**config.mk**
```make
export PLATFORM = sky130hd
export DESIGN_NAME = deu_cordic_cell
export DESIGN_NICKNAME = d
export VERILOG_FILES = /design/src/deu_pkg.sv /design/src/deu_cordic_cell.sv
export SDC_FILE = /design/constraint.sdc
export NUM_CORES = 1
export LEC_CHECK = 0
export ABC_AREA = 1
export BUFFER_PORTS_ARGS = -buffer_cell sky130_fd_sc_hd__buf_2
export CAP_MARGIN = 20
export CORE_UTILIZATION = 51
export DETAILED_ROUTE_END_ITERATION = 10
export PLACE_DENSITY = 0.78
export SYNTH_ARGS = -nofsm -noshare
export SYNTH_HDL_FRONTEND = slang
export SYNTH_SLANG_ARGS = --single-unit
export TNS_END_PERCENT = 20
```
**constraint.sdc**
```tcl
create_clock -name clk -period 2.1 [get_ports clk]
set_clock_uncertainty 0.1 [all_clocks]
set_input_delay 0.21 -clock clk [delete_from_list [all_inputs] [get_ports clk]]
set_output_delay 0.21 -clock clk [all_outputs]
set_load 0.01 [all_outputs]
```
**src/deu_pkg.sv**
```systemverilog
// Shared types, constants and arctangent table for the direction to texture coordinate core.
`default_nettype none

package deu_pkg;

	// Default number of rotation steps in each angle chain.
	localparam int unsigned ANGLE_STAGES_DEF = 16;
	// Entries in the arctangent table; bounds the number of rotation steps.
	localparam int unsigned ATAN_ENTRIES = 24;

	// Width of the rotation datapath (signed) and of the binary angle (signed).
	localparam int unsigned CW = 28;
	localparam int unsigned AW = 32;

	// Square root: 48-bit radicand, one result bit per step.
	localparam int unsigned SQ_W = 48;
	localparam int unsigned SQRT_STEPS = SQ_W / 2;
	localparam int unsigned ROOT_W = SQRT_STEPS;

	// Binary angles: a full turn is 2^32.
	localparam logic [AW-1:0] QUARTER_TURN = 32'h4000_0000;
	localparam logic [AW-1:0] HALF_TURN = 32'h8000_0000;

	// atan(2^-i) as a binary angle.
	localparam logic [AW-1:0] ATAN_BAM [ATAN_ENTRIES] = '{
		32'h2000_0000, 32'h12E4_051E, 32'h09FB_385B, 32'h0511_11D4,
		32'h028B_0D43, 32'h0145_D7E1, 32'h00A2_F61E, 32'h0051_7C55,
		32'h0028_BE53, 32'h0014_5F2F, 32'h000A_2F98, 32'h0005_17CC,
		32'h0002_8BE6, 32'h0001_45F3, 32'h0000_A2F9, 32'h0000_517C,
		32'h0000_28BE, 32'h0000_145F, 32'h0000_0A2F, 32'h0000_0517,
		32'h0000_028B, 32'h0000_0145, 32'h0000_00A2, 32'h0000_0051
	};

	// Operands and accumulated angle handed from one rotation cell to the next.
	typedef struct packed {
		logic signed [CW-1:0] a;
		logic signed [CW-1:0] b;
		logic signed [AW-1:0] ang;
	} cordic_t;

	// Remainder and partial root handed from one square root cell to the next.
	typedef struct packed {
		logic [SQ_W-1:0] rem;
		logic [SQ_W-1:0] root;
	} sqrt_t;

	// Per-item flags that travel alongside the arithmetic.
	typedef struct packed {
		logic        pole;
		logic        xneg;
		logic        zneg;
		logic        ypos;
		logic        yneg;
		logic [15:0] ay;
	} side_t;

endpackage

`default_nettype wire

```
**src/deu_cordic_cell.sv**
```systemverilog
// One registered vectoring rotation step of the angle chains.
`default_nettype none

module deu_cordic_cell
	import deu_pkg::*;
#(
	parameter int unsigned STAGE = 0
) (
	input  logic    clk,
	input  cordic_t din,
	output cordic_t dout
);

	localparam logic signed [AW-1:0] STEP_ANG = signed'(ATAN_BAM[STAGE]);

	logic signed [CW-1:0] a_in;
	logic signed [CW-1:0] b_in;
	logic signed [CW-1:0] a_sh;
	logic signed [CW-1:0] b_sh;
	logic                 b_pos;
	cordic_t              nxt;

	// Rotate towards the a axis, by the sign of b, and track the angle turned.
	always_comb begin
		a_in = din.a;
		b_in = din.b;
		a_sh = a_in >>> STAGE;
		b_sh = b_in >>> STAGE;
		b_pos = !b_in[CW-1] && (b_in != '0);
		if (b_pos) begin
			nxt.a = a_in + b_sh;
			nxt.b = b_in - a_sh;
			nxt.ang = din.ang + STEP_ANG;
		end else begin
			nxt.a = a_in - b_sh;
			nxt.b = b_in + a_sh;
			nxt.ang = din.ang - STEP_ANG;
		end
	end

	// Hand the rotated vector to the next cell.
	always_ff @(posedge clk) begin
		dout <= nxt;
	end

endmodule

`default_nettype wire

```
### Word level (Yosys, flattened, before mapping)

Cells that the tools add are included.

| storage, ports and cells | value |
|---|---|
| output and inout port bits | 88 |
| input bits | 89 |
| bits in registers | 88 |
| logic and storage cells | 12 |

| cells by class | value |
|---|---|
| muxes and demuxes | 1 |
| reductions and logical operators | 3 |
| add/sub/neg operators | 5 |

Operators by type and width:

| operator | number |
|---|---|
| 88-bit two-way mux | 1 |
| 28-bit subtractor | 2 |
| 32-bit by 31-bit adder with 32-bit output (second input constant) | 1 |
| 32-bit by 31-bit subtractor with 32-bit output (second input constant) | 1 |
| 28-bit adder | 1 |
| 28-bit nonzero test | 1 |
| 1-bit logical AND | 1 |
| 1-bit logical NOT | 1 |

### Logic depth before layout (Yosys ltp)

| logic depth | value |
|---|---|
| depth in word-level cells | 3 |
| depth in mapped cells | 16 |
| gate-level depth less buffers | 15 |

### Worst setup path before layout

OpenSTA, ideal clock, no wires.

| timing path | value |
|---|---|
| path type | input-to-reg |
| start | input port din[33] (netlist name) |
| end | register dout[31] (netlist name) |
| setup slack | 153 ps |
| buffers on the path | 1 |
| data arrival time | 1725 ps |
| data required time | 1878 ps |
| stages | 10 |
| setup time | 122 ps |
| path through | inv_1 > nand4_1 > nor3_1 > nand3_1 > nand2_1 > inv_2 > clkbuf_1 > fa_1 > xnor2_1 > xor2_1 |

RTL lines:

| element | line | text |
|---|---|---|
| start, declared | deu_cordic_cell.sv:10 | `input cordic_t din,` |
| end signal, assigned | deu_cordic_cell.sv:43 | `dout <= nxt;` |
| end, declared | deu_cordic_cell.sv:11 | `output cordic_t dout` |

==> impl_metrics.yaml <==
status:
  outcome: "complete, no violations"
synth:
  synth-seq-cells: 87
  syn-cell-area_um2: 8340
  synth-warning-count: 0
  post_synth_and_or_nand_nor_area_fraction_pct: 38.7
  yosys.cell_types.count: 31
  postSynthNetCount: 1586
  cell_taking_the_most_area_after_synthesis: "nand2_1"
  sequential_fraction_of_the_synthesis_area_pct: 20.9
  synthXorXnorAreaFrac_pct: 2.94
  synth_edf_count: 0
  synth_largest_type_area_fraction_pct: 21.3
  yosys_most_used_dff: "dfxtp_1"
  synth-compound-area-share_pct: 8.80
  synth_top_family_by_area: "simple AND/OR/NAND/NOR gates"
  post_synth.cell_area_avg_um2: 5.91
  post_synth_mux_area_share_pct: 0
  yosys.area_share.adder_pct: 13.1
  synth-async-reset-ratio_pct: 0
  postSynthCellCount: 1412
  synth_top_cells_by_area: "nand2_1, dfxtp_1, inv_1"
grt:
  grt_max_degree: 54
  first_global_vias: 9479
  antenna_violations_before_repair: 0
  grt_pass1_wl_um: 46900
  globalRoute.totalOverflow: 0
  grt_util_all_layers_pct: 36.4
drt:
  drc: 0
  drtPass1Iterations: 5
  postRouteWirelength_um: 29800
  vias_per_cell: 4.99
  avgRoutedWirePerCell_um: 14.9
  drt-initial-drc-count: 761
  via_count: 9972
  ant_nets: 0
cts:
  root_buffer: "clkbuf_16"
  cts_tree: "done"
  worst_setup_hold_path_clk_slew_ns: 0.07
  cts_max_path_buffers: 2
  clkSinkCount: 87
  numCtsBuffers: 9
  htreeDepth: 3
  postCtsSetupBuffers: 0
floorplanning:
  core.rowCount: 46
  die_height_um: 130
  initial_utilization_pct: 52.3
  ios: 177
  x_dimension_of_the_die_um: 130
  placeableCoreArea_um2: 15900
  die-area_um2: 16900
timing:
  drv_slew: 0
  finalWorstPathRequiredPeriod_ns: 1.91
  total_negative_setup_slacks_ns: 0
  worst-slew-pin-transition_ns: 0.596
  timing.final.crit_share_pct: 90.8
  timing.max_slew.rel_slack_pct: 60.2
  setup_viol: 0
  report.final.hold_viol_count: 0
  fmax_mhz: 525
  unrepaired_setup_endpoints_after_global_routing: "false"
cells_and_area:
  max_flop_register: "dout"
  area_growth_syn_to_layout_pct: 35.0
  nets: 1950
  top_regs: "dout x87"
  finish.utilization_pct: 70.6
  stdcell_area_um2: 11300
  fillers: 1465
  mostFrequentLayoutCell: "nand2_1"
  number_of_flip_flops_under_the_largest_register_name: 87
  most-common-layout-cells: "nand2_1, inv_1, buf_4"
  diode_count: 0
  fraction_of_layout_cells_with_a_size_suffix_above_1_pct: 23.1
worst_hold_path:
  class_of_the_tightest_hold_or_removal_check: "input port to flip-flop"
  worst_hold_path.num_cells: 3
critical_path:
  end_kind: "flip-flop"
  worst_ep_arrival_time_ns: 2.06
  critical_setup_path_kind: "input port to flip-flop"
  timing.critical_path.fanout_max: 8
  worstSetupStartpointType: "input port"
  timing.critical_path.required_ns: 2.26
power:
  power.static_leakage_uw: 0.00669
  max-vdd-ir-drop_mv: 0.439
  power_density_nw_per_um2: 586
placement:
  detailed_place_hpwl_um: 24400
  area_after_dpl_um2: 10600
  numPortBuffers: 176
  routabilityCongestion: 1.04
job:
  max_cap_violations: 0
cell usage after synthesis (2+ instances only):
library cell  number
nand3_2            6
clkbuf_1           3
nor2_4             2
a31oi_1            2
buf_4             11
nor3_1             6
buf_2             11
xor2_1            26
a21oi_1           66
nand4_1           31
nand2_1          474
nor2_2            15
o21bai_1          13
o21ai_0           50
o21ai_1            2
nand2_2            8
buf_6             10
inv_1            276
dfxtp_1           87
fa_1               4
xnor2_1            2
ha_1              81
nor2_1            93
nand3_1          126
power breakdown:
| group | total, uW | internal (uW) | switching [uW] | leakage (uW) |
|---|---|---|---|---|
| registers | 1940 | 1880 | 60.3 | 0.000734 |
| logic | 2830 | 1170 | 1660 | 0.00579 |
| clock network | 1830 | 1060 | 766 | 0.000160 |
| total | 6600 | 4120 | 2480 | 0.00669 |
through the flow:
stage	hold slack (ns)	std cells	setup WS [ns]	total power [uW]
after floorplan	0.138	1412	0.153	3510
after global placement	0.213	1951	-0.107	4650
after detailed placement	0.214	1951	-0.118	4690
after CTS	0.0571	1997	0.226	6550
after global routing	0.0661	1997	0.0114	7020
final	0.0644	1997	0.194	6600
metal layers:
metal  global-route usage, %  share of wire, %
met1                    45.9                44
met2                    62.1                46
met3                    4.14               6.1
met4                    16.9               4.1
met5                       0                 0
cell families (layout without fill, tap and decap cells):
group	Yosys count	in the layout
buffers and inverters	312	681
XOR/XNOR	28	28
AO/OA/AOI/OAI	137	137
flip-flops	87	87
adder cells (fa/ha/maj)	85	85
AND/OR/NAND/NOR	763	763
layout make-up:
type / instances / area [um^2] / share of cell area [%]
Tap cell: 216 / 270 / 2.40
Clock buffer: 9 / 225 / 2.00
Inverter: 277 / 1040 / 9.23
Sequential cell: 87 / 1740 / 15.5
Clock inverter: 7 / 104 / 0.922
Timing Repair Buffer: 388 / 2570 / 22.8
Multi-Input combinational cell: 1013 / 5310 / 47.1
path summary, 6_finish.rpt:
path	to	slack, ns	startpoint
hold / removal	dout[60]$_DFF_P_	0.06	din[60]
setup / recovery	dout[85]$_DFF_P_	0.19	din[48]
worst max-delay path, cell delays in order:
cell     delay (ns)
buf_2          0.09
inv_1          0.05
ha_1           0.59
o21ai_0        0.34
a21oi_1        0.20
nand2_1        0.15
a21oi_1        0.17
nand3_1        0.11
nand3_1        0.10
nand2_1        0.06
repair_timing:
item / 4_1_cts / 5_1_grt
hold buffers: 30 / 0
gates resized for setup: 0 / 2
hold endpoints to repair: 30 / 0
setup endpoints to repair: 0 / 1
Note: power is estimated with default switching activity, not from simulation.
