`src/deu_pkg.sv`:
```
// Shared types, constants and arctangent table for the direction to texture coordinate core.
`default_nettype none

package deu_pkg;

	// Default number of rotation steps in each angle chain.
	localparam int unsigned ANGLE_STAGES_DEF = 16;
	// Entries in the arctangent table; bounds the number of rotation steps.
	localparam int unsigned ATAN_ENTRIES = 24;

	// Width of the rotation datapath (signed) and of the binary angle (signed).
	localparam int unsigned CW = 28;
	localparam int unsigned AW = 32;

	// Square root: 48-bit radicand, one result bit per step.
	localparam int unsigned SQ_W = 48;
	localparam int unsigned SQRT_STEPS = SQ_W / 2;
	localparam int unsigned ROOT_W = SQRT_STEPS;

	// Binary angles: a full turn is 2^32.
	localparam logic [AW-1:0] QUARTER_TURN = 32'h4000_0000;
	localparam logic [AW-1:0] HALF_TURN = 32'h8000_0000;

	// atan(2^-i) as a binary angle.
	localparam logic [AW-1:0] ATAN_BAM [ATAN_ENTRIES] = '{
		32'h2000_0000, 32'h12E4_051E, 32'h09FB_385B, 32'h0511_11D4,
		32'h028B_0D43, 32'h0145_D7E1, 32'h00A2_F61E, 32'h0051_7C55,
		32'h0028_BE53, 32'h0014_5F2F, 32'h000A_2F98, 32'h0005_17CC,
		32'h0002_8BE6, 32'h0001_45F3, 32'h0000_A2F9, 32'h0000_517C,
		32'h0000_28BE, 32'h0000_145F, 32'h0000_0A2F, 32'h0000_0517,
		32'h0000_028B, 32'h0000_0145, 32'h0000_00A2, 32'h0000_0051
	};

	// Operands and accumulated angle handed from one rotation cell to the next.
	typedef struct packed {
		logic signed [CW-1:0] a;
		logic signed [CW-1:0] b;
		logic signed [AW-1:0] ang;
	} cordic_t;

	// Remainder and partial root handed from one square root cell to the next.
	typedef struct packed {
		logic [SQ_W-1:0] rem;
		logic [SQ_W-1:0] root;
	} sqrt_t;

	// Per-item flags that travel alongside the arithmetic.
	typedef struct packed {
		logic        pole;
		logic        xneg;
		logic        zneg;
		logic        ypos;
		logic        yneg;
		logic [15:0] ay;
	} side_t;

endpackage

`default_nettype wire

```
`src/deu_sqrt_cell.sv`:
```
// One registered step of the digit-by-digit integer square root.
`default_nettype none

module deu_sqrt_cell
	import deu_pkg::*;
#(
	parameter int unsigned STEP = 0
) (
	input  logic  clk,
	input  sqrt_t din,
	output sqrt_t dout
);

	// Trial bit of this step: a power of four, falling by a factor of four each step.
	localparam logic [SQ_W-1:0] TRIAL = SQ_W'(1) << (SQ_W - 2 - 2 * STEP);

	logic [SQ_W-1:0] cand;
	sqrt_t           nxt;

	// Subtract the candidate when it fits and set the corresponding root bit.
	always_comb begin
		cand = din.root + TRIAL;
		if (din.rem >= cand) begin
			nxt.rem = din.rem - cand;
			nxt.root = (din.root >> 1) + TRIAL;
		end else begin
			nxt.rem = din.rem;
			nxt.root = din.root >> 1;
		end
	end

	// Hand the result to the next cell.
	always_ff @(posedge clk) begin
		dout <= nxt;
	end

endmodule

`default_nettype wire

```
`config.mk`:
```
export PLATFORM = sky130hd
export DESIGN_NAME = deu_sqrt_cell
export DESIGN_NICKNAME = d
export VERILOG_FILES = /design/src/deu_pkg.sv /design/src/deu_sqrt_cell.sv
export SDC_FILE = /design/constraint.sdc
export NUM_CORES = 1
export LEC_CHECK = 0
export BUFFER_PORTS_ARGS = -buffer_cell sky130_fd_sc_hd__buf_4
export CAP_MARGIN = 20
export CORE_ASPECT_RATIO = 0.7
export CORE_MARGIN = 2
export CORE_UTILIZATION = 56
export CTS_BUF_LIST = sky130_fd_sc_hd__clkbuf_8
export DETAILED_ROUTE_END_ITERATION = 10
export PLACE_DENSITY = 0.95
export SETUP_SLACK_MARGIN = 0.5
export SLEW_MARGIN = 20
export SYNTH_ARGS = -nofsm -noshare
export SYNTH_HDL_FRONTEND = slang
export SYNTH_SLANG_ARGS = --single-unit
```
`constraint.sdc`:
```
create_clock -name clk -period 3.9 [get_ports clk]
set_clock_uncertainty 0.05 [all_clocks]
set_input_delay 0.195 -clock clk [delete_from_list [all_inputs] [get_ports clk]]
set_output_delay 0.195 -clock clk [all_outputs]
set_load 0.05 [all_outputs]
```
After elaboration in Yosys (flattened, before gate mapping). Index checks and enable logic that the tools add are counted. W data, S select, Z words.

$add $sub $neg: 3. $lt $le $gt $ge: 1. Mux-type cells: 1.

Operators with widths (count): $mux W96 (1); $add A47 B47 Y48 const B (1); $add A48 B47 Y48 const B (1); $ge A48 B48 Y1 (1); $sub A48 B48 Y48 (1).

Logic and storage cells: 8. Output and inout bits: 96. Bits of input ports: 97. Flip-flop bits (word level): 96.

Longest topological paths before layout. Gate-level depths: netlist of the first run.

Depth after elaboration: 3. Gate-level depth with buffers: 13. Mapped depth without buffers: 12.

Worst setup path before layout of the first run. No wires, ideal clock.

Path kind: input-to-reg. Start point: input port din[48] (netlist bit). End point: register dout[56] (netlist bit). Required time: 3.729 ns. Arrival: 2.374 ns. Cell stages on the path: 11. Path buffers: 1. Path slack: 1.355 ns. Library setup time: 0.121 ns. Path through: inv_1 -> ha_1 -> fa_1 -> nand2b_1 -> a21oi_1 -> nor4b_1 -> o21ai_1 -> a31oi_4 -> a21oi_4 -> buf_2 -> mux2_2.

RTL lines: from (decl) (RTL line deu_sqrt_cell.sv:10) `input sqrt_t din,`; to (signal assigned) (RTL line deu_sqrt_cell.sv:34) `dout <= nxt;`; to (decl) (RTL line deu_sqrt_cell.sv:11) `output sqrt_t dout`.

==> results of run 1 <==
through the flow:
stage | power (uW) | instances | hold WS, ns | utilization
CTS | 3296 | 1012 | 0.0002165 | 0.8050
global placement | 2561 | 943 | 0.2593 | 0.7303
global route | 3458 | 1013 | 0.0001862 | 0.8085
finish | 3332 | 1013 | -0.0001452 | 0.8085
floorplan | 2158 | 649 | 0.1727 | -
detailed placement | 2584 | 943 | 0.2596 | 0.7303
cell usage in the layout, fill, tap and decap left out, types with 15 or more instances in the layout:
cell / synthesis / final
o21ai_0: 31 / 31
nand3_1: 15 / 15
mux2_2: 42 / 42
xnor2_1: 25 / 25
a21oi_1: 62 / 62
inv_1: 54 / 56
xor2_1: 18 / 18
nor2_1: 30 / 30
buf_4: 0 / 195
dfxtp_1: 96 / 96
ha_1: 48 / 48
nand2_1: 46 / 46
nand4_1: 17 / 17
dlygate4sd3_1: 0 / 53
a21o_1: 19 / 19
final cells by class:
class / count / area [um2] / share of cell area
multi-input cells: 470 / 3401 / 0.4310
repair buffers: 249 / 2006 / 0.2542
well taps: 128 / 160.2 / 0.02030
clock inverters: 6 / 61.31 / 0.007770
clock buffers: 10 / 137.6 / 0.01744
flip-flops and latches: 96 / 1922 / 0.2436
inverters: 54 / 202.7 / 0.02569
power by group through the flow:
stage	registers [uW]	clock network [uW]	logic (uW)
finish	1150	678	1510
global route	1160	712	1590
detailed placement	1170	0	1420
floorplan	1590	0	566
global placement	1160	0	1400
CTS	1140	681	1470
critical path, stage by stage:
cell and delay [ns]:
dlygate4sd3_1 0.53, buf_4 0.10, inv_1 0.03, ha_1 0.38, a21oi_1 0.41, o21ai_0 0.19, a21oi_1 0.25, o211ai_2 0.20
a31oi_1 0.36, o21ai_1 0.21, a31oi_1 0.27, xnor2_1 0.09, mux2_2 0.26
final timing paths:
check	slack, ns	to
setup / recovery	0.62	dout[91]
hold / removal	-0.0001	dout[71]
cells by family (layout without fill, tap and decap cells):
group           after synthesis  after routing
compound gates              166            166
xor+xnor                     43             43
fa+ha+maj                    49             49
buf+inv                      83            319
flops                        96             96
mux                          45             45
simple gates                167            167
routing by layer:
metal | vias to the layer above | wire length (um) | part of all wire | track usage
met5 | - | 0 | 0 | 0
met4 | 0 | 293 | 0.016 | 0.08682
met3 | 39 | 1565 | 0.087 | 0.07813
met2 | 313 | 8391 | 0.46 | 0.5554
met1 | 2670 | 7835 | 0.43 | 0.4327
li1 | 2745 | - | - | -
synthesized netlist by cell type, types with 2 or more instances:
master | count | area (um2)
nor2b_1 | 10 | 62.56
ha_1 | 48 | 600.6
a21o_1 | 19 | 142.6
nor3_1 | 13 | 65.06
inv_1 | 54 | 202.7
a22oi_1 | 2 | 15.01
dfxtp_1 | 96 | 1922
a211o_1 | 2 | 17.52
xor2_1 | 18 | 157.7
nand2b_1 | 7 | 43.79
o21a_1 | 5 | 37.54
mux2i_1 | 3 | 30.03
nand2_1 | 46 | 172.7
buf_2 | 20 | 100.1
a31oi_1 | 9 | 56.30
nor2_1 | 30 | 112.6
o21ai_1 | 6 | 30.03
o211ai_1 | 4 | 30.03
nand3b_1 | 5 | 37.54
a21oi_1 | 62 | 310.3
and2_1 | 4 | 25.02
o21bai_1 | 6 | 45.04
mux2_2 | 42 | 473.0
or3_1 | 6 | 37.54
nand4_1 | 17 | 106.4
xnor2_1 | 25 | 219.0
and3_1 | 7 | 43.79
a31o_1 | 2 | 17.52
o21ai_0 | 31 | 155.2
clkbuf_1 | 7 | 26.28
nand3_1 | 15 | 75.07
o211ai_2 | 2 | 25.02
repair_timing:
action / in CTS / in global routing
endpoints found under the hold margin: 53 / 0
resized for setup: 0 / 5
hold buffers: 53 / 0
setup endpoints to repair: 0 / 43
setup buffers: 0 / 1
==> impl_summary.md, run 1 <==
Drt
The final routed wirelength across all metal layers is 18090 um. The total iterations of the first detailed-routing run is 7. The remaining antenna violation count after routing is 0. The routed wire length per instance is 17.85 um.

The violation count after the first detailed-route iteration is 488. After detailed routing, the number of vias per cell comes to 5.693. The number of DRC violations after detailed routing is 0.

Detailed routing inserted a total of 5767 vias.

Power and ir drop
The cell internal power dissipation is 1975 uW. The switching share of total power is 0.4072. The peak ir drop on the vdd network is 294.5 uV. The switching power summed over all nets is 1357 uW.

Of the total power, the clock network draws 0.204. For this design the ratio of total power to cell area is 422.3 nW/um2. The combinational fraction of design power is 0.452. Summed over all cells, the static leakage comes to 0.003745 uW. Of the total power, registers draw 0.345.

Cells and area
The register with the most flip-flops is dout. The count of fill cells added during filler insertion is 636. From synthesis to final layout, the design area changed by 39.76%.

The repair_antennas step left the layout with diodes totalling 0. The register with the most flip-flops in the layout has 96 of them. The number of nets in the finished design is 1026. Of the cells placed in the final design, the portion with a size suffix greater than 1 is 0.2949. The largest registers in the layout are dout x96. The post-route cell area is 7890 um2.

Logic synthesis
After synthesis, the largest family of logic cells by area is compound AO/OA/AOI/OAI gates. After synthesis, the share of cell area in mux cells is 0.08910. The post-synthesis sequential area ratio is 0.3404. The number of flip-flops and latches in the synthesized netlist is 96. The cell area after synthesis is 5645 um2. The post-synthesis net count is 795. The fraction of synthesized cell area in xor and xnor cells is 0.06671. In the synthesized netlist the dominant register cell turns out to be dfxtp_1.

The total of warnings raised by yosys is 0. Counting distinct cell types in the post-synthesis netlist gives 58. The async set or reset register ratio after synthesis is 0.

Averaged over all synthesized cells, the footprint is 8.699 um2. The cell count after synthesis came out at 649. The complex-gate fraction of the synthesized area is 0.1840. Counting flops with a built-in enable in the synthesized netlist gives 0. Of the total synthesized cell area, the portion taken by full adders, half adders and majority gates is 0.1099. Of the total synthesized cell area, the portion taken by AND, OR, NAND and NOR gates is 0.1487.

CTS
In this run the deepest clock path goes through 2 buffers. The CTS buffer count is 9. The root buffer cell is clkbuf_8. The clock drives 96 sinks. The CTS tree is yes. The H-tree depth is 3. After clock tree synthesis, the clock-pin slew on the worst setup and hold paths is 0.10 ns.

Die
The count of pins on the block boundary is 193. The floorplan step defined a die boundary enclosing 10910 um2. The die is 88.01 um tall. The area of the core is 9759 um2.

The number of rows created at floorplan is 30. The effective utilization at floorplan is 0.5785. The die width is 124.0 um.

Timing
The setup slack of the critical path after layout is 0.6243 ns. The count of endpoints failing setup in the final report is 0. Of the available clock period, the critical path in the final layout requires 0.8399. The worst pin sits at a relative slew slack of 0.6229. Hold timing on the final database bottoms out at a slack of -0.0001452 ns.

The final count of pins violating max slew was 0. The total count of hold-check failures in the final report is 1. Setup repair after global routing could not meet its margin everywhere. The maximum achievable frequency is 305.3 MHz.

The transition at the pin with the smallest max-transition slack is 0.5598 ns. The sum of negative setup slack is 0 ns. After layout, the minimum clock period comes to 3.276 ns.

Global route
The leftover overflow at the end of global routing is 0. The number of global-route vias before repair was 5742. The initial antenna violation count is 0. The pin count of the biggest net entering global routing is 21. The total routing usage reported by global routing is 0.3316. The first global-routing pass estimated 28200 um of wire.

Placement
Buffers placed on the I/O ports in this run total 192. At the placement stage, the worst setup path has a slack of 0.6391 ns. The post-placement cell area is 7127 um2. The final weighted congestion in routability-driven placement is 0.9419. The post-DP HPWL is 13260 um.

Status
The flow ran to the end, but the final reports show violations. The final reports fail on negative hold slack.

Critical path
The highest net fanout along the worst path is 7. By startpoint and endpoint, the worst setup path is classified as input pin to register. The endpoint required time on the critical path is 4.12 ns. The launching instance or port of the critical path is din[12].

The data arrival time at the worst-slack endpoint is 3.50 ns. The kind of launch point of the worst setup path is an input pin. STA classifies the critical path endpoint as a register.

Worst hold path
The path category of the worst min-delay check is input pin to register. Along the worst hold path, the cell count comes to 2. In this run the most critical hold path is launched from din[71].

Job
The count of max-cap constraint violations is 0.
Note: power is estimated with default switching activity, not from simulation.
==> inputs of run 2 (changes only) <==
Settings changed: CORE_UTILIZATION 56 to 47, PLACE_DENSITY 0.95 to 0.9.
Clock period 3.9 ns to 2.86 ns, I/O delays scaled along.
==> impl_summary.md, run 2 (synthesized netlist as in run 1, its figures left out) <==
Critical path
The worst setup path is of the input pin to register kind. The endpoint required time on the critical path is 3.07 ns (-1.05 ns). The highest net fanout along the worst path is 5 (-2).

STA classifies the critical path endpoint as a register. The launching instance or port of the critical path is din[6]. The data arrival time at the worst-slack endpoint was 2.60 ns (-0.90 ns).

The kind of launch point of the worst setup path is an input pin.

Drt
The final routed wirelength across all metal layers is 21620 um (+20%). The detailed-route vias per instance is 5.617 (-1.3%). The remaining antenna violation count after routing came to 0 (unchanged). The total iterations of the first detailed-routing run was 6 (-1). The violation count after the first detailed-route iteration is 549 (+13%). The number of DRC violations after detailed routing is 0 (unchanged). The vias after detailed routing came to 6504 (+13%). The routed wire length per instance came to 18.67 um (+4.6%).

Power and ir drop
The power per cell area is 530.6 nW/um2 (+26%). The leakage power was 0.004406 uW (+18%). The cell internal power dissipation is 3096 uW (+57%). The share of total power in the clock network is 0.204 (about the same). The switching share of total power is 0.3935 (-0.01367). The share of total power in sequential cells is 0.306 (-0.039). The combinational fraction of design power was 0.490 (+0.038).

The switching power summed over all nets came to 2009 uW (+48%). The total chip power is 5105 uW (+53%). The peak ir drop on the vdd network is 453.2 uV (+54%).

Job
The count of max-cap constraint violations is 0 (unchanged).

Worst hold path
The path category of the worst min-delay check is input pin to register. The path with the worst hold slack has its endpoint at dout[90]. The worst hold path begins at din[90]. The depth of the worst hold-timing path is 3 (+1).

Global route
The leftover overflow at the end of global routing is 0 (unchanged). The number of global-route vias before repair is 6189 (+7.8%). The pin count of the biggest net entering global routing was 28 (+33%). The first-pass GRT wire length is 30060 um (+6.6%). The total routing usage reported by global routing is 0.2931 (-0.03855). The initial antenna violation count was 0 (unchanged).

Placement
The post-placement cell area is 7631 um2 (+7.1%). The final weighted congestion in routability-driven placement is 0.9229 (-2.0%). The cell count after placement is 1025 (+8.7%).

The count of buffers from port buffering came to 192 (unchanged). The post-DP HPWL is 13420 um (+1.2%). The minimum setup slack after placement is -0.03243 ns (-0.6715 ns).

Timing
The post-route worst hold slack is 0.05420 ns (+0.05435 ns). The count of endpoints failing setup in the final report was 0 (unchanged). The period utilization is 0.8366.

The tightest slew margin relative to the limit is 0.7106 (+0.08772). Setup repair after global routing could not meet its margin everywhere. The transition at the pin with the smallest max-transition slack is 0.4296 ns (-0.1302 ns). The total count of hold-check failures in the final report is 0 (-1). The final count of pins violating max slew is 0 (unchanged). Counting I/O delays and the setup requirement, the final critical path takes 2.393 ns. The setup slack of the critical path after layout came to 0.4674 ns (-0.1569 ns). Static timing analysis puts the maximum clock frequency at 418.0 MHz.

Die
The effective utilization at floorplan is 0.4814 (-0.09703). The height of the die was 95.70 um (+8.7%). The die width is 135.0 um (+8.9%). The count of pins on the block boundary was 193 (unchanged). The die area is 12920 um2 (+18%). The area of the core came to 11730 um2 (+20%). The number of rows created at floorplan is 33 (+10%).

Cells and area
The post-route cell area is 9620 um2 (+22%). dout holds more flip-flops than any other register. The number of diodes added for antenna fixing is 0 (unchanged). From synthesis to final layout, the design area changed by 70.41%.

The most frequent standard cell in the layout excluding fill and tap cells is buf_4. The count of fill cells added during filler insertion is 726 (+14%). The flip-flop count of the largest register after layout is 96 (unchanged). The non-filler instance count after layout is 1158 (+14%). The number of nets in the finished design was 1142 (+11%). Leaving out fill and tap cells, the most frequent cells in the layout are buf_4, dfxtp_1, dlygate4sd3_1.

The share of final-layout standard cells stronger than drive strength 1 was 0.4106 (+0.1157). The largest registers in the layout are dout x96.

Status
The flow ran to the end, and the final reports show no timing, DRC or antenna violations.

CTS
The root buffer cell is clkbuf_8. The maximum number of buffers from clock root to sink is 2 (unchanged). The H-tree depth was 3 (unchanged). The CTS buffer count is 9 (unchanged). The number of clock sinks seen by CTS came to 96 (unchanged). The CTS tree is yes.

The clock transition at the register clock pins on the worst setup and hold paths after CTS is 0.09 ns (about the same).
## run 2: stage by stage
stage          setup TNS, ns    util
2_1_floorplan              0       -
3_3_place_gp        -0.01979  0.6508
3_5_place_dp         -0.1045  0.6508
4_1_cts                    0  0.7545
5_1_grt                    0  0.8204
6_report                   0  0.8204
## run 2: area by class of cell
type | count | area, um2 | area share
clock inverters | 6 | 90.09 | 0.009364
clock buffers | 10 | 137.6 | 0.01431
well taps | 157 | 196.4 | 0.02042
flip-flops and latches | 96 | 1922 | 0.1998
multi-input cells | 470 | 3945 | 0.4101
inverters | 54 | 212.7 | 0.02211
repair buffers | 365 | 3117 | 0.3240
## run 2: how the worst max path moves through the flow
stage / depth (start not counted) / endpoint
after floorplan: 12 / dout[93]
after global placement: 14 / dout[90]
after detailed placement: 15 / dout[86]
after CTS: 12 / dout[95]
after global routing: 15 / dout[86]
final: 15 / dout[94]
## run 2: what timing repair did
item,4_1_cts,5_1_grt
endpoints found under the hold margin,92,1
hold buffers,90,1
pin swaps,5,41
gates cloned,1,2
setup endpoints to repair,44,46
gates resized for setup,11,109
buffers inserted,0,23
## run 2: power by group through the flow
stage	Clock, uW	Combinational, uW	Sequential, uW
5_1_grt	1110	2620	1570
3_3_place_gp	0	2030	1580
4_1_cts	1040	2200	1560
2_1_floorplan	0	792	2170
3_5_place_dp	0	2060	1580
6_report	1040	2500	1560
## run 2: routing by layer
layer,global-route usage,part of all wire,vias up
li1,-,-,2983
met3,0.06319,0.088,65
met1,0.3821,0.41,3062
met2,0.4941,0.47,394
met5,0,0,-
met4,0.08507,0.031,0
## run 2: worst max-delay path, cell delays in order
cell and delay [ns]:
buf_4 0.08, inv_1 0.04, ha_1 0.37, nand3_1 0.22
nor3_1 0.26, o311ai_2 0.14, buf_4 0.15, o211ai_1 0.13
a21oi_1 0.13, buf_4 0.15, o21ai_0 0.21, o21ai_1 0.10
buf_4 0.14, mux2_2 0.23, nand4_1 0.09
==> inputs of run 3 (changes only) <==
Clock period 2.86 ns to 2.1 ns, I/O delays scaled along.
==> impl_summary.md, run 3 <==
Die
The die width is 135.0 um (unchanged). The height of the die was 95.70 um (unchanged). The count of pins on the block boundary came to 193 (unchanged).

The effective utilization at floorplan is 0.4814 (unchanged). The number of rows created at floorplan came to 33 (unchanged).

Placement
The post-DP HPWL came to 14850 um (+11%). The post-placement cell area is 8763 um2 (+15%). The final weighted congestion in routability-driven placement is 0.9451 (+2.4%).

The count of buffers from port buffering is 192 (unchanged).

Logic synthesis
The async set or reset register ratio after synthesis was 0 (unchanged). The post-synthesis share of cell area spent on and, or, nand and nor gates was 0.1487 (unchanged). The area share of fa/ha/maj cells after synthesis is 0.1099 (unchanged).

In the synthesized netlist, the cells that appear most often are dfxtp_1, a21oi_1, inv_1. The cell taking the most area after synthesis is dfxtp_1. By instance count, the leading cell after synthesis is dfxtp_1. The number of flip-flops and latches in the synthesized netlist is 96 (unchanged). Among all flip-flop cells after synthesis, the most frequent one is dfxtp_1. The cell area after synthesis is 5645 um2 (unchanged).

The fraction of post-synthesis cell area in the top cell type by area was 0.3404 (unchanged). Yosys attributes the largest share of cell area to dfxtp_1, ha_1, mux2_2. The combinational family with the most area after synthesis is compound AO/OA/AOI/OAI gates. The gate count after technology mapping is 649 (unchanged). The complex-gate fraction of the synthesized area is 0.1840 (unchanged).

The post-synthesis sequential area ratio was 0.3404 (unchanged). The multiplexer share of the synthesized area is 0.08910 (unchanged). The count of distinct cell types in the synthesized netlist was 58 (unchanged). The post-synthesis net count is 795 (unchanged). The fraction of synthesized cell area in xor and xnor cells came to 0.06671 (unchanged). The total of warnings raised by yosys is 0 (unchanged).

The mean area per synthesized cell is 8.699 um2 (unchanged). The number of synthesized flops with an enable pin is 0 (unchanged).

Global route
Across every metal layer, demand over resource in global routing totals 0.6589. The total overflow left after global routing is 3. The pin count of the biggest net entering global routing is 17.

Status
The run stopped with a tool error. The flow stopped in global routing. The tool reported: "[ERROR GRT-0232] Routing congestion too high. Check the congestion heatmap in the GUI".

CTS
The H-tree depth came to 3 (unchanged). The CTS buffer count is 9 (unchanged). The maximum number of buffers from clock root to sink is 2 (unchanged).

The root buffer cell is clkbuf_8. The number of clock sinks seen by CTS is 96 (unchanged).

Timing
When the last timing repair stopped, the worst path ended at dout[93]$_DFF_P_/D. After the last repair the worst path ends at a register input.
[run 3: per-layer routing]
metal | GRT overflow | global-route usage
met4 | 2 | 0.6675
met1 | 1 | 0.6530
met5 | 0 | 0.07937
met2 | 0 | 0.8926
met3 | 0 | 0.4492
[run 3: stage by stage]
step / hold WS, ns / setup slack [ns] / std cells / TNS, ns / utilization
detailed placement: 0.1694 / -0.7173 / 1133 / -30.89 / 0.7473
floorplan: 0.08272 / -0.1916 / 649 / -7.288 / -
global placement: 0.1683 / -0.5712 / 1133 / -24.72 / 0.7473
CTS: -0.1092 / -0.01892 / 1258 / -0.01892 / 0.9055
[run 3: logic make-up after synthesis]
| group | count (synthesis) |
|---|---|
| mux | 45 |
| buf+inv | 83 |
| xor+xnor | 43 |
| flops | 96 |
| fa+ha+maj | 49 |
| simple gates | 167 |
| compound gates | 166 |
[run 3: timing repair]
action / in CTS
setup buffers: 14
resized for setup: 129
gates cloned: 3
hold endpoints to repair: 92
endpoints found under the setup margin: 50
pin swaps: 40
hold buffers: 92
==> inputs of run 4 (changes only) <==
Settings changed: CORE_ASPECT_RATIO 0.7 to unset, CORE_UTILIZATION 47 to 40, CTS_BUF_LIST sky130_fd_sc_hd__clkbuf_8 to unset, PLACE_DENSITY 0.9 to unset, PLACE_DENSITY_LB_ADDON set to 0.15, SETUP_SLACK_MARGIN 0.5 to unset.
Clock period 2.1 ns to 2.7 ns, I/O delays scaled along.
==> impl_summary.md, run 4 (synthesized netlist as in run 1, its figures left out) <==
Critical path
At the worst endpoint, the required time is 2.89 ns. In this run the worst path has a maximum fanout of 15. STA classifies the critical path startpoint as an input pin. For the worst setup path, the data arrival time is 2.76 ns.

In this run the worst setup path terminates at dout[87]. The endpoint class of the critical path is a register. The launching instance or port of the critical path is din[36]. The critical path is of the input pin to register type.

Job
Max-cap violations in this run came to 0.

Global route
The most crowded layer after global routing is met2. The met1 usage in global routing is 0.3006. The first global-routing pass estimated 27730 um of wire. The initial antenna violation count is 0.

The number of global-route vias before repair was 5999. The pin count of the biggest net entering global routing is 26. For this run, the total global-route usage over all layers was measured as 0.2293. The leftover overflow at the end of global routing is 0. For this run, global-route usage on met3 was measured as 0.03764. The met2 usage in global routing is 0.3829.

Timing
The count of endpoints failing setup in the final report is 0. The period utilization is 0.9540. The tightest slew margin relative to the limit is 0.6922. The final count of pins violating max slew is 0. At the pin with the least slew margin, the transition time is 0.4568 ns.

The maximum achievable frequency is 388.2 MHz. The total count of hold-check failures in the final report is 0. For the finished layout, the period the worst path requires is 2.576 ns.

Placement
The post-DP HPWL came to 13400 um (-9.8%). The final weighted congestion in routability-driven placement was 0.9576 (+1.3%). The count of buffers from port buffering is 192 (unchanged).

Drt
The remaining antenna violation count after routing is 0. The detailed-route vias per instance is 4.999. After detailed routing, the average wire length per cell comes to 14.78 um.

Summing over every cut layer, the via total after detailed routing is 5949. The detailed router finished its first iteration with 314 violations. Wires add up to 17590 um.

The number of DRC violations after detailed routing is 0. The total iterations of the first detailed-routing run is 5.

CTS
The number of clock sinks seen by CTS is 96 (unchanged). CTS placed an instance of clkbuf_16 at the clock tree root. TritonCTS built the clock tree. The maximum number of buffers from clock root to sink is 2 (unchanged). The CTS buffer count was 9 (unchanged).

The H-tree depth came to 3 (unchanged). The clock transition at the register clock pins on the worst setup and hold paths after CTS is 0.07 ns.

Worst hold path
The path category of the worst min-delay check is input pin to register.

Cells and area
For this run, the post-layout net count is 1151. The most frequent standard cell in the layout excluding fill and tap cells is buf_4. In the final layout, the share of cells above drive strength 1 is 0.3495. In the layout the commonest cells are buf_4, dfxtp_1, dlygate4sd3_1.

The count of fill cells added during filler insertion is 1148. The number of diodes added for antenna fixing is 0. The growth of design area from synthesis to finish is 61.88%.

The flip-flop count of the largest register after layout is 96. The final core utilization is 0.6609. The largest registers in the layout are dout x96. dout holds more flip-flops than any other register.

Die
The die width is 122.8 um (-9.0%). The number of rows created at floorplan was 43 (+30%). The area of the core is 13830 um2. The count of pins on the block boundary was 193 (unchanged). The height of the die was 122.8 um (+28%). The floorplan step defined a die boundary enclosing 15080 um2.

The effective utilization at floorplan was 0.4083 (-0.07315).

Status
The run finished with clean final reports.

Power and ir drop
The peak ir drop on the vdd network is 359.6 uV. After layout, the design draws a total of 5298 uW. The leakage power is 0.004368 uW. The power per cell area is 579.7 nW/um2.
## run 4: layout make-up
class | count | area [um2] | share of cell area
multi-input combinational | 470 | 3443 | 0.3768
timing repair buffer | 374 | 3055 | 0.3343
tap | 180 | 225.2 | 0.02464
inverter | 54 | 202.7 | 0.02218
sequential | 96 | 1922 | 0.2103
clock inverter | 5 | 57.56 | 0.006298
clock buffer | 11 | 232.7 | 0.02547
## run 4: routing by layer
metal  routed length (um)  up-vias
met5                    0        -
met1                 8056     2734
met3                 1044       19
li1                     -     2996
met4                  265        0
met2                 8223      200
## run 4: worst min-delay path by stage
stage | startpoint | end | slack (ns) | cells after the start
final | din[66] | dout[66] | 0.006 | 2
after global placement | din[40] | dout[39] | 0.20 | 1
after floorplan | din[1] | dout[0] | 0.11 | 0
after global routing | din[66] | dout[66] | 0.009 | 2
after detailed placement | din[35] | dout[34] | 0.20 | 1
after CTS | din[66] | dout[66] | 0.0004 | 2
## run 4: through the flow
stage	std cells	instance area, um2	setup WS, ns	hold WS, ns	TNS [ns]
after floorplan	649	5645	0.2150	0.1127	0
after global placement	1083	7865	-0.2833	0.1995	-10.36
after detailed placement	1083	7865	-0.2662	0.1992	-8.595
after CTS	1190	9066	0.01139	0.0004443	0
after global routing	1190	9139	-0.009981	0.008907	-0.02387
final	1190	9139	0.1241	0.005512	0
## run 4: repair_timing
action	in CTS	in global routing
endpoints found under the setup margin	0	48
buffers inserted	0	0
resized for setup	0	18
hold endpoints to repair	92	0
hold buffers	91	0
## run 4: report_power, final
part / internal [uW] / switching, uW / leakage [uW] / total, uW
registers: 1590 / 54.1 / 0.000810 / 1650
clock network: 717 / 554 / 0.000132 / 1270
logic: 1000 / 1380 / 0.00343 / 2380
total: 3310 / 1980 / 0.00437 / 5300
## run 4: critical path, stage by stage
cell           delay [ns]
dlygate4sd3_1        0.54
buf_4                0.14
inv_1                0.05
ha_1                 0.16
a21oi_1              0.08
o21ai_2              0.24
a21o_1               0.17
o211ai_1             0.12
and3_1               0.19
a21oi_4              0.31
buf_6                0.26
mux2_2               0.37
